$ cat config.mk
export PLATFORM = sky130hd
export DESIGN_NAME = iq_phase_atan2_unit
export DESIGN_NICKNAME = d
export VERILOG_FILES = /design/src/sv/iqa_pkg.sv /design/src/sv/iqa_stage.sv /design/src/sv/iq_phase_atan2_unit.sv
export VERILOG_INCLUDE_DIRS = /design/src /design/src/sv
export SDC_FILE = /design/constraint.sdc
export NUM_CORES = 2
export LEC_CHECK = 0
export ABC_CLOCK_PERIOD_IN_PS = 9700
export BUFFER_PORTS_ARGS = -buffer_cell sky130_fd_sc_hd__buf_2
export CORE_UTILIZATION = 35
export DETAILED_ROUTE_END_ITERATION = 6
export SLEW_MARGIN = 40
export SYNTH_ARGS = -nofsm -noshare
export SYNTH_HDL_FRONTEND = slang
export SYNTH_HIERARCHICAL = 1
export SYNTH_SLANG_ARGS = --single-unit
$ cat constraint.sdc
create_clock -name aclk -period 9.7 [get_ports aclk]
set_clock_uncertainty 0.05 [all_clocks]
set_input_delay 1.455 -clock aclk [delete_from_list [all_inputs] [get_ports aclk]]
set_output_delay 1.455 -clock aclk [all_outputs]
set_load 0.005 [all_outputs]
$ cat src/sv/iq_phase_atan2_unit_assert.svh
// assertion macros shared by the rtl
`ifndef IQ_PHASE_ATAN2_UNIT_ASSERT_SVH
`define IQ_PHASE_ATAN2_UNIT_ASSERT_SVH

`ifndef SYNTHESIS

`define IQA_ASSERT_IMPLY(name, clk, rstn, ante, cons) \
    name: assert property (@(posedge clk) disable iff (!(rstn)) (ante) |-> (cons)) \
        else $error("iqa assertion failed: same-cycle implication");

`define IQA_ASSERT_NEXT(name, clk, rstn, ante, cons) \
    name: assert property (@(posedge clk) disable iff (!(rstn)) (ante) |=> (cons)) \
        else $error("iqa assertion failed: next-cycle implication");

`else

`define IQA_ASSERT_IMPLY(name, clk, rstn, ante, cons)

`define IQA_ASSERT_NEXT(name, clk, rstn, ante, cons)

`endif

`endif

$ cat src/sv/iqa_pkg.sv
`timescale 1ns / 1ps

package iqa_pkg;

    localparam int SAMPLE_BITS_DEF  = 16;
    localparam int CORDIC_STEPS_DEF = 16;
    localparam int GUARD_BITS       = 3;
    localparam int ANGLE_W          = 32;
    localparam int PHASE_W          = 16;
    localparam int STEP_IDX_W       = 5;

    localparam logic [ANGLE_W-1:0] ANGLE_POS_QUARTER = 32'h4000_0000;
    localparam logic [ANGLE_W-1:0] ANGLE_NEG_QUARTER = 32'hC000_0000;
    localparam logic [ANGLE_W-1:0] ROUND_HALF        = 32'h0000_8000;

    typedef struct packed {
        logic zero;
        logic last;
    } tag_t;

    // atan(2^-i) in binary angle units, full turn is 2^32
    function automatic logic [ANGLE_W-1:0] atan_entry(input logic [STEP_IDX_W-1:0] idx);
        logic [ANGLE_W-1:0] val;
        case (idx)
            5'd0:    val = 32'h2000_0000;
            5'd1:    val = 32'h12E4_051E;
            5'd2:    val = 32'h09FB_385B;
            5'd3:    val = 32'h0511_11D4;
            5'd4:    val = 32'h028B_0D43;
            5'd5:    val = 32'h0145_D7E1;
            5'd6:    val = 32'h00A2_F61E;
            5'd7:    val = 32'h0051_7C55;
            5'd8:    val = 32'h0028_BE53;
            5'd9:    val = 32'h0014_5F2F;
            5'd10:   val = 32'h000A_2F98;
            5'd11:   val = 32'h0005_17CC;
            5'd12:   val = 32'h0002_8BE6;
            5'd13:   val = 32'h0001_45F3;
            5'd14:   val = 32'h0000_A2F9;
            5'd15:   val = 32'h0000_517C;
            5'd16:   val = 32'h0000_28BE;
            5'd17:   val = 32'h0000_145F;
            5'd18:   val = 32'h0000_0A2F;
            5'd19:   val = 32'h0000_0517;
            5'd20:   val = 32'h0000_028B;
            5'd21:   val = 32'h0000_0145;
            5'd22:   val = 32'h0000_00A2;
            5'd23:   val = 32'h0000_0051;
            5'd24:   val = 32'h0000_0028;
            5'd25:   val = 32'h0000_0014;
            5'd26:   val = 32'h0000_000A;
            5'd27:   val = 32'h0000_0005;
            5'd28:   val = 32'h0000_0002;
            5'd29:   val = 32'h0000_0001;
            default: val = '0;
        endcase
        return val;
    endfunction

endpackage

$ cat src/sv/iqa_stage.sv
`timescale 1ns / 1ps

module iqa_stage #(
    parameter int DATA_W = iqa_pkg::SAMPLE_BITS_DEF + iqa_pkg::GUARD_BITS,
    parameter int STEP   = 0
) (
    input  logic                              aclk,
    input  logic                              aresetn,
    input  logic                              in_valid,
    output logic                              in_ready,
    input  logic signed [DATA_W-1:0]          in_x,
    input  logic signed [DATA_W-1:0]          in_y,
    input  logic [iqa_pkg::ANGLE_W-1:0]       in_z,
    input  iqa_pkg::tag_t                     in_tag,
    output logic                              out_valid,
    input  logic                              out_ready,
    output logic signed [DATA_W-1:0]          out_x,
    output logic signed [DATA_W-1:0]          out_y,
    output logic [iqa_pkg::ANGLE_W-1:0]       out_z,
    output iqa_pkg::tag_t                     out_tag
);

    localparam logic [iqa_pkg::ANGLE_W-1:0] ATAN_STEP =
        iqa_pkg::atan_entry(iqa_pkg::STEP_IDX_W'(STEP));

    logic signed [DATA_W-1:0]        dx;
    logic signed [DATA_W-1:0]        dy;
    logic                            rot_cw;
    logic                            valid_reg;
    logic                            valid_next;
    logic signed [DATA_W-1:0]        x_reg;
    logic signed [DATA_W-1:0]        x_next;
    logic signed [DATA_W-1:0]        y_reg;
    logic signed [DATA_W-1:0]        y_next;
    logic [iqa_pkg::ANGLE_W-1:0]     z_reg;
    logic [iqa_pkg::ANGLE_W-1:0]     z_next;
    iqa_pkg::tag_t                   tag_reg;

    assign dx     = in_y >>> STEP;
    assign dy     = in_x >>> STEP;
    assign rot_cw = !in_y[DATA_W-1];

    always_comb begin
        if (rot_cw) begin
            x_next = in_x + dx;
            y_next = in_y - dy;
            z_next = in_z + ATAN_STEP;
        end else begin
            x_next = in_x - dx;
            y_next = in_y + dy;
            z_next = in_z - ATAN_STEP;
        end
    end

    assign in_ready   = !valid_reg || out_ready;
    assign valid_next = in_ready ? in_valid : valid_reg;

    always_ff @(posedge aclk) begin
        if (!aresetn) begin
            valid_reg <= 1'b0;
        end else begin
            valid_reg <= valid_next;
        end
    end

    always_ff @(posedge aclk) begin
        if (in_ready && in_valid) begin
            x_reg   <= x_next;
            y_reg   <= y_next;
            z_reg   <= z_next;
            tag_reg <= in_tag;
        end
    end

    assign out_valid = valid_reg;
    assign out_x     = x_reg;
    assign out_y     = y_reg;
    assign out_z     = z_reg;
    assign out_tag   = tag_reg;

endmodule

$ cat src/sv/iq_phase_atan2_unit.sv
// channel  | ports                                          | handshake
// request  | s_in_phase, s_quadrature, s_last_sample        | s_valid / s_ready
// result   | m_phase_angle, m_last_out                      | m_valid / m_ready
//
// one request per cycle sustained while m_ready stays high
// stages: quadrant pre-rotation register, one register per cordic iteration,
// rounding output register
// reset clears the valid bit of every stage, payload registers are not reset
// a stage loads when it is empty or its successor loads, so bubbles close up
// and a stall on m_ready backs up stage by stage
`timescale 1ns / 1ps
`include "iq_phase_atan2_unit_assert.svh"

module iq_phase_atan2_unit #(
    parameter int SAMPLE_BITS  = iqa_pkg::SAMPLE_BITS_DEF,
    parameter int CORDIC_STEPS = iqa_pkg::CORDIC_STEPS_DEF
) (
    input  logic                               aclk,
    input  logic                               aresetn,
    input  logic                               s_valid,
    output logic                               s_ready,
    input  logic signed [SAMPLE_BITS-1:0]      s_in_phase,
    input  logic signed [SAMPLE_BITS-1:0]      s_quadrature,
    input  logic                               s_last_sample,
    output logic                               m_valid,
    input  logic                               m_ready,
    output logic signed [iqa_pkg::PHASE_W-1:0] m_phase_angle,
    output logic                               m_last_out
);

    localparam int DATA_W = SAMPLE_BITS + iqa_pkg::GUARD_BITS;

    logic signed [DATA_W-1:0]        x_arr   [0:CORDIC_STEPS];
    logic signed [DATA_W-1:0]        y_arr   [0:CORDIC_STEPS];
    logic [iqa_pkg::ANGLE_W-1:0]     z_arr   [0:CORDIC_STEPS];
    iqa_pkg::tag_t                   tag_arr [0:CORDIC_STEPS];
    logic [CORDIC_STEPS:0]           valid_arr;
    logic [CORDIC_STEPS+1:0]         rdy_arr;
    logic [CORDIC_STEPS+1:0]         occ;

    // pre-rotation into the right half plane
    logic signed [DATA_W-1:0]        xi;
    logic signed [DATA_W-1:0]        yi;
    logic signed [DATA_W-1:0]        x0_next;
    logic signed [DATA_W-1:0]        y0_next;
    logic [iqa_pkg::ANGLE_W-1:0]     z0_next;
    iqa_pkg::tag_t                   tag0_next;
    logic signed [DATA_W-1:0]        x0_reg;
    logic signed [DATA_W-1:0]        y0_reg;
    logic [iqa_pkg::ANGLE_W-1:0]     z0_reg;
    iqa_pkg::tag_t                   tag0_reg;
    logic                            valid0_reg;
    logic                            valid0_next;

    assign xi = {{iqa_pkg::GUARD_BITS{s_in_phase[SAMPLE_BITS-1]}}, s_in_phase};
    assign yi = {{iqa_pkg::GUARD_BITS{s_quadrature[SAMPLE_BITS-1]}}, s_quadrature};

    always_comb begin
        tag0_next.zero = (s_in_phase == '0) && (s_quadrature == '0);
        tag0_next.last = s_last_sample;
        if (!xi[DATA_W-1]) begin
            x0_next = xi;
            y0_next = yi;
            z0_next = '0;
        end else if (!yi[DATA_W-1]) begin
            x0_next = yi;
            y0_next = -xi;
            z0_next = iqa_pkg::ANGLE_POS_QUARTER;
        end else begin
            x0_next = -yi;
            y0_next = xi;
            z0_next = iqa_pkg::ANGLE_NEG_QUARTER;
        end
    end

    assign rdy_arr[0]  = !valid0_reg || rdy_arr[1];
    assign s_ready     = rdy_arr[0];
    assign valid0_next = rdy_arr[0] ? s_valid : valid0_reg;

    always_ff @(posedge aclk) begin
        if (!aresetn) begin
            valid0_reg <= 1'b0;
        end else begin
            valid0_reg <= valid0_next;
        end
    end

    always_ff @(posedge aclk) begin
        if (rdy_arr[0] && s_valid) begin
            x0_reg   <= x0_next;
            y0_reg   <= y0_next;
            z0_reg   <= z0_next;
            tag0_reg <= tag0_next;
        end
    end

    assign valid_arr[0] = valid0_reg;
    assign x_arr[0]     = x0_reg;
    assign y_arr[0]     = y0_reg;
    assign z_arr[0]     = z0_reg;
    assign tag_arr[0]   = tag0_reg;

    // cordic iterations, one per stage
    for (genvar k = 1; k <= CORDIC_STEPS; k++) begin : g_iter
        iqa_stage #(
            .DATA_W (DATA_W),
            .STEP   (k - 1)
        ) u_stage (
            .aclk      (aclk),
            .aresetn   (aresetn),
            .in_valid  (valid_arr[k-1]),
            .in_ready  (rdy_arr[k]),
            .in_x      (x_arr[k-1]),
            .in_y      (y_arr[k-1]),
            .in_z      (z_arr[k-1]),
            .in_tag    (tag_arr[k-1]),
            .out_valid (valid_arr[k]),
            .out_ready (rdy_arr[k+1]),
            .out_x     (x_arr[k]),
            .out_y     (y_arr[k]),
            .out_z     (z_arr[k]),
            .out_tag   (tag_arr[k])
        );
    end

    // rounding and output register
    logic                            m_valid_reg;
    logic                            m_valid_next;
    logic [iqa_pkg::ANGLE_W-1:0]     z_round;
    logic [iqa_pkg::PHASE_W-1:0]     phase_next;
    logic [iqa_pkg::PHASE_W-1:0]     phase_reg;
    logic                            last_reg;

    assign z_round    = z_arr[CORDIC_STEPS] + iqa_pkg::ROUND_HALF;
    assign phase_next = tag_arr[CORDIC_STEPS].zero ? '0 :
                        z_round[iqa_pkg::ANGLE_W-1 -: iqa_pkg::PHASE_W];

    assign rdy_arr[CORDIC_STEPS+1] = !m_valid_reg || m_ready;
    assign m_valid_next = rdy_arr[CORDIC_STEPS+1] ? valid_arr[CORDIC_STEPS] : m_valid_reg;

    always_ff @(posedge aclk) begin
        if (!aresetn) begin
            m_valid_reg <= 1'b0;
        end else begin
            m_valid_reg <= m_valid_next;
        end
    end

    always_ff @(posedge aclk) begin
        if (rdy_arr[CORDIC_STEPS+1] && valid_arr[CORDIC_STEPS]) begin
            phase_reg <= phase_next;
            last_reg  <= tag_arr[CORDIC_STEPS].last;
        end
    end

    assign m_valid       = m_valid_reg;
    assign m_phase_angle = phase_reg;
    assign m_last_out    = last_reg;

    assign occ = {m_valid_reg, valid_arr};

    `IQA_ASSERT_IMPLY(a_full_blocks_input, aclk, aresetn, ((&occ) && !m_ready), (!s_ready))
    `IQA_ASSERT_IMPLY(a_bubble_frees_input, aclk, aresetn, (!(&occ)), (s_ready))
    `IQA_ASSERT_NEXT(a_prerot_right_half, aclk, aresetn, (s_valid && s_ready), (!x0_reg[DATA_W-1]))

endmodule

-- Word-level counts from Yosys, hierarchy flattened
Index checks and enable logic that the tools add are counted.
- $add $sub $neg: 92
- shift operators: 0
- magnitude comparators: 0
- divide/modulo/power cells: 0
- reductions and logical operators: 58
- multipliers: 0
- bitwise logic cells: 0
- equality and inequality tests: 0
- multiplexer cells: 50
- operators with widths (cell ; number):
    19-bit two-way mux ; 31
    32-bit two-way mux ; 17
    32-bit by 16-bit adder with 32-bit output, second input constant ; 2
    19-bit by 10-bit adder with 19-bit output ; 2
    19-bit by 11-bit adder with 19-bit output ; 2
    19-bit by 12-bit adder with 19-bit output ; 2
    19-bit by 13-bit adder with 19-bit output ; 2
    19-bit by 14-bit adder with 19-bit output ; 2
    19-bit by 15-bit adder with 19-bit output ; 2
    19-bit by 16-bit adder with 19-bit output ; 2
    19-bit by 17-bit adder with 19-bit output ; 2
    19-bit by 18-bit adder with 19-bit output ; 2
    19-bit by 6-bit adder with 19-bit output ; 2
    19-bit by 7-bit adder with 19-bit output ; 2
    19-bit by 8-bit adder with 19-bit output ; 2
    19-bit by 9-bit adder with 19-bit output ; 2
    16-bit negator with 19-bit output ; 2
    19-bit by 10-bit subtractor with 19-bit output ; 2
    19-bit by 11-bit subtractor with 19-bit output ; 2
    19-bit by 12-bit subtractor with 19-bit output ; 2
    19-bit by 13-bit subtractor with 19-bit output ; 2
    19-bit by 14-bit subtractor with 19-bit output ; 2
    19-bit by 15-bit subtractor with 19-bit output ; 2
    19-bit by 16-bit subtractor with 19-bit output ; 2
    47 further kinds ; 108
- bits in latches: 0
- bits in writable memories: 0
- word-level logic and storage cells: 303
- memories: 0
- output and inout port bits: 19
- bits in read-only memories: 0
- register bits: 1202

-- Longest topological paths before layout
- depth after elaboration: 20
- depth in mapped cells: 19
- mapped depth without buffers: 19

-- Cells and area by module
The synthesis kept the hierarchy.
- modules (own cells, without submodules) (module ; cells each ; times used ; seq. area each (µm²) ; area each (µm²)):
    iqa_stage at g_iter[3].u_stage ; 689 ; 1 ; 2182.1 ; 6571.3
    iqa_stage at g_iter[4].u_stage ; 676 ; 1 ; 2182.1 ; 6457.4
    iqa_stage at g_iter[6].u_stage ; 679 ; 1 ; 2182.1 ; 6379.9
    iqa_stage at g_iter[10].u_stage ; 626 ; 1 ; 2182.1 ; 6247.2
    iqa_stage at g_iter[9].u_stage ; 643 ; 1 ; 2182.1 ; 6190.9
    iqa_stage at g_iter[2].u_stage ; 641 ; 1 ; 2182.1 ; 6187.2
    iqa_stage at g_iter[5].u_stage ; 633 ; 1 ; 2182.1 ; 6158.4
    iqa_stage at g_iter[12].u_stage ; 626 ; 1 ; 2182.1 ; 6003.3
    iqa_stage at g_iter[8].u_stage ; 615 ; 1 ; 2182.1 ; 5999.5
    iqa_stage at g_iter[7].u_stage ; 609 ; 1 ; 2182.1 ; 5990.7
    iqa_stage at g_iter[14].u_stage ; 616 ; 1 ; 2182.1 ; 5957.0
    iqa_stage at g_iter[16].u_stage ; 601 ; 1 ; 2182.1 ; 5911.9
    iqa_stage at g_iter[13].u_stage ; 598 ; 1 ; 2182.1 ; 5903.2
    iqa_stage at g_iter[11].u_stage ; 588 ; 1 ; 2182.1 ; 5898.2
    3 more rows ; - ; - ; - ; -

-- Worst setup path before layout
No wires, ideal clock.
- kind: in2out
- start point: input port m_ready
- end point: output port s_ready
- data required time: 8195 ps
- stages on the path: 18
- arrival: 4142 ps
- setup slack: 4053 ps
- cell sequence: nand2b_1 -> nand2b_1 -> nand2b_1 -> nand2b_1 -> nand2b_1 -> nand2b_1 -> nand2b_1 -> nand2b_1 -> nand2b_1 -> nand2b_1 -> nand2b_1 -> nand2b_1 -> nand2b_1 -> nand2b_1 -> nand2b_1 -> nand2b_1 -> nand2b_1 -> nand2b_1
- cells in the longest elaborated chain, start to end: 18
- ends and longest elaborated chain (element ; line ; source):
    start: declaration ; iq_phase_atan2_unit.sv:26 ; input logic m_ready,
    1-bit logical OR ; iq_phase_atan2_unit.sv:138 ; assign rdy_arr[CORDIC_STEPS+1] = !m_valid_reg || m_ready;
    1-bit logical OR ; iqa_stage.sv:55 ; assign in_ready = !valid_reg || out_ready;
    via rdy_arr[16] ; iq_phase_atan2_unit.sv:38 ; logic [CORDIC_STEPS+1:0] rdy_arr;
    1-bit logical OR ; iqa_stage.sv:55 ;
    via rdy_arr[15] ; iq_phase_atan2_unit.sv:38 ;
    1-bit logical OR ; iqa_stage.sv:55 ;
    via rdy_arr[14] ; iq_phase_atan2_unit.sv:38 ;
    1-bit logical OR ; iqa_stage.sv:55 ;
    via rdy_arr[13] ; iq_phase_atan2_unit.sv:38 ;
    [... 1 more ...] ; - ;
    via rdy_arr[12] ; iq_phase_atan2_unit.sv:38 ;
    [... 1 more ...] ; - ;
    via rdy_arr[11] ; iq_phase_atan2_unit.sv:38 ;
    [... 1 more ...] ; - ;
    via rdy_arr[10] ; iq_phase_atan2_unit.sv:38 ;
    [... 1 more ...] ; - ;
    via rdy_arr[9] ; iq_phase_atan2_unit.sv:38 ;
    [... 1 more ...] ; - ;
    via rdy_arr[8] ; iq_phase_atan2_unit.sv:38 ;
    [... 1 more ...] ; - ;
    via rdy_arr[7] ; iq_phase_atan2_unit.sv:38 ;
    [... 1 more ...] ; - ;
    via rdy_arr[6] ; iq_phase_atan2_unit.sv:38 ;
    [... 1 more ...] ; - ;
    via rdy_arr[5] ; iq_phase_atan2_unit.sv:38 ;
    [... 1 more ...] ; - ;
    via rdy_arr[4] ; iq_phase_atan2_unit.sv:38 ;
    1-bit logical OR ; iqa_stage.sv:55 ;
    via rdy_arr[3] ; iq_phase_atan2_unit.sv:38 ;
    1-bit logical OR ; iqa_stage.sv:55 ;
    via rdy_arr[2] ; iq_phase_atan2_unit.sv:38 ;
    1-bit logical OR ; iqa_stage.sv:55 ;
    via rdy_arr[1] ; iq_phase_atan2_unit.sv:38 ;
    1-bit logical OR ; iq_phase_atan2_unit.sv:76 ; assign rdy_arr[0] = !valid0_reg || rdy_arr[1];
    end: declaration ; iq_phase_atan2_unit.sv:21 ; output logic s_ready,
The timed path passes the listed nets, and every way through them passes these cells.

-- Final worst setup path
- start point: input port m_ready
- end point: output port s_ready
- cells in the longest elaborated chain, start to end: 18
- ends and longest elaborated chain (element ; line):
    1-bit logical OR ; iq_phase_atan2_unit.sv:138
    via rdy_arr[17] ; iq_phase_atan2_unit.sv:38
    1-bit logical OR ; iqa_stage.sv:55
    via rdy_arr[16] ; iq_phase_atan2_unit.sv:38
    1-bit logical OR ; iqa_stage.sv:55
    via rdy_arr[15] ; iq_phase_atan2_unit.sv:38
    1-bit logical OR ; iqa_stage.sv:55
    via rdy_arr[14] ; iq_phase_atan2_unit.sv:38
    [... 1 more ...] ; -
    via rdy_arr[13] ; iq_phase_atan2_unit.sv:38
    [... 1 more ...] ; -
    via rdy_arr[12] ; iq_phase_atan2_unit.sv:38
    [... 1 more ...] ; -
    via rdy_arr[11] ; iq_phase_atan2_unit.sv:38
    [... 1 more ...] ; -
    via rdy_arr[10] ; iq_phase_atan2_unit.sv:38
    [... 1 more ...] ; -
    via rdy_arr[9] ; iq_phase_atan2_unit.sv:38
    [... 1 more ...] ; -
    via rdy_arr[8] ; iq_phase_atan2_unit.sv:38
    [... 1 more ...] ; -
    via rdy_arr[7] ; iq_phase_atan2_unit.sv:38
    [... 1 more ...] ; -
    via rdy_arr[6] ; iq_phase_atan2_unit.sv:38
    [... 1 more ...] ; -
    via rdy_arr[5] ; iq_phase_atan2_unit.sv:38
    [... 1 more ...] ; -
    via rdy_arr[4] ; iq_phase_atan2_unit.sv:38
    1-bit logical OR ; iqa_stage.sv:55
    via rdy_arr[3] ; iq_phase_atan2_unit.sv:38
    1-bit logical OR ; iqa_stage.sv:55
    via rdy_arr[2] ; iq_phase_atan2_unit.sv:38
    1-bit logical OR ; iqa_stage.sv:55
    via rdy_arr[1] ; iq_phase_atan2_unit.sv:38
    1-bit logical OR ; iq_phase_atan2_unit.sv:76
The timed path passes the listed nets, and every way through them passes these cells.

==> metrics.cfg <==
[cells_and_area]
layout_common_cells = 1104 x edfxtp_1, 1033 x ha_1, 884 x a21oi_1
nNetsFinal = 10700
drive_gt1_share_pct = 6.01
multi_input_area_um2 = 56900
regArea_um2 = 33500
largest_reg_flops = 495
area_delta_synth_final_pct = 9.24
fillers = 26000
layout_commonest_cell = edfxtp_1
final_util_pct = 38.6

[global_routing]
top_usage_layer = met2
grt_max_degree = 73
grt_pass1_wl_mm = 355
use_met3_pct = 1.90
grt_pass1_vias = 69400
track_usage_pct = 15.6
grt_use_met1_pct = 20.7
grt_use_met2_pct = 26.7
antenna_found_initial = 3
gr-total-overflow = 0

[pwr]
power_leakage_nw = 40.1
power_density_nw_per_um2 = 121
finalPower_mw = 12.3
vdd_drop_max_mv = 0.161

[placement]
gp_routability_congestion = 0.880
dp_hpwl_mm = 171
portBuffers = 55

[clock_network]
cts_sinks = 1122
cts-hold-fix-buffers = 0
clock_latency_ps = 790
numCtsBuffers = 137
post_cts_buffers = 0
max-clock-path-buffers = 3
cts_resized = 0
clk_pin_slew_ps = 60
htree_levels = 4
cts_root_buf = clkbuf_16
cts_tree = yes

[routing]
drc = 0
first_iter_violations = 4774
drt_first_pass_iters = 6
wl_mm = 217
viasPerCell = 5.43
vias = 71800
drtAntennaViolNets = 0
wl_per_cell_um = 16.4

[sta]
tightest_slew_ps = 874
fin_crit_sh_pct = 72.4
finalCriticalPeriod_ps = 7020
tns_ps = 0
drv_slew = 0
clock.fmax_mhz = 142
hold_viol_final = 0
finalSetupViolations = 0
rsz0062_at_grt = false
relSlewSlack_pct = 41.2

[critical_path]
crit_fanout = 3
required_ps = 8200
path_class = input pin to primary output
worst_setup_path_end_kind = primary output
startpoint_type = input pin
cp.arrival_ps = 5520

[floorplanning]
fp.dieW_um = 518
start_util_pct = 35.3
die-area_um2 = 268000
chipHeight_um = 518
row_count = 188
io_pins = 56
core_um2 = 263000

[yosys]
synth_warnings = 6
synth_area_um2 = 93100
synth_cells = 9561
postSynthAreaPerCell_um2 = 9.74

[worst_hold_path]
hold_class = register to register

[run]
maxCapViolCount = 0

[run_status]
status = finished clean

cell type report:
class,instances,area share [%]
multi-input combinational,7773,56.0
sequential,1122,32.9
tap,3515,4.32
clock buffer,164,3.53
inverter,463,1.71
clock inverter,85,0.861
timing repair buffer,95,0.663
antenna,1,0.00246
worst paths after layout:
check	startpoint	endpoint	slack [ps]	cells after the start
worst max-delay path	m_ready	s_ready	2680	20
worst min-delay path	g_iter[6].u_stage/out_z[0]	g_iter[7].u_stage/out_z[0]	360	0
worst max register to register	m_valid	y0_reg[2]	4890	19
worst min register to register	g_iter[6].u_stage/out_z[0]	g_iter[7].u_stage/out_z[0]	360	0
layer usage:
| layer | vias to the layer above | part of all wire, % |
|---|---|---|
| met5 | - | 0 |
| met4 | 0 | 2.2 |
| met3 | 282 | 3.5 |
| met2 | 1280 | 47 |
| met1 | 34300 | 47 |
| li1 | 35900 | - |
report_power, final:
group / switching (mW) / internal, mW
Combinational: 0.982 / 0.700
Sequential: 0.0839 / 5.46
Clock: 2.10 / 2.96
metrics by stage:
stage / area [um2] / hold WS (ps) / std cells / worst slack (ps)
finish: 102000 / 360 / 13200 / 2680
global route: 102000 / 355 / 13200 / 2320
CTS: 102000 / 353 / 13200 / 2680
detailed placement: 97200 / 355 / 13000 / 2760
global placement: 97100 / 353 / 13000 / 2560
floorplan: 93200 / 350 / 9593 / 4050
critical path: stages:
cell and delay, ps:
buf_2 90, nand2b_1 190, nand2b_1 200, nand2b_1 190
nand2b_1 200, nand2b_1 200, nand2b_1 190, nand2b_1 190
nand2b_1 180, nand2b_1 180, nand2b_1 280, nand2b_1 240
nand2b_1 180, nand2b_1 180, nand2b_1 330, nand2b_1 270
nand2b_1 210, nand2b_1 200, nand2b_1 200, buf_2 140
(Power assumes the default switching activity.)
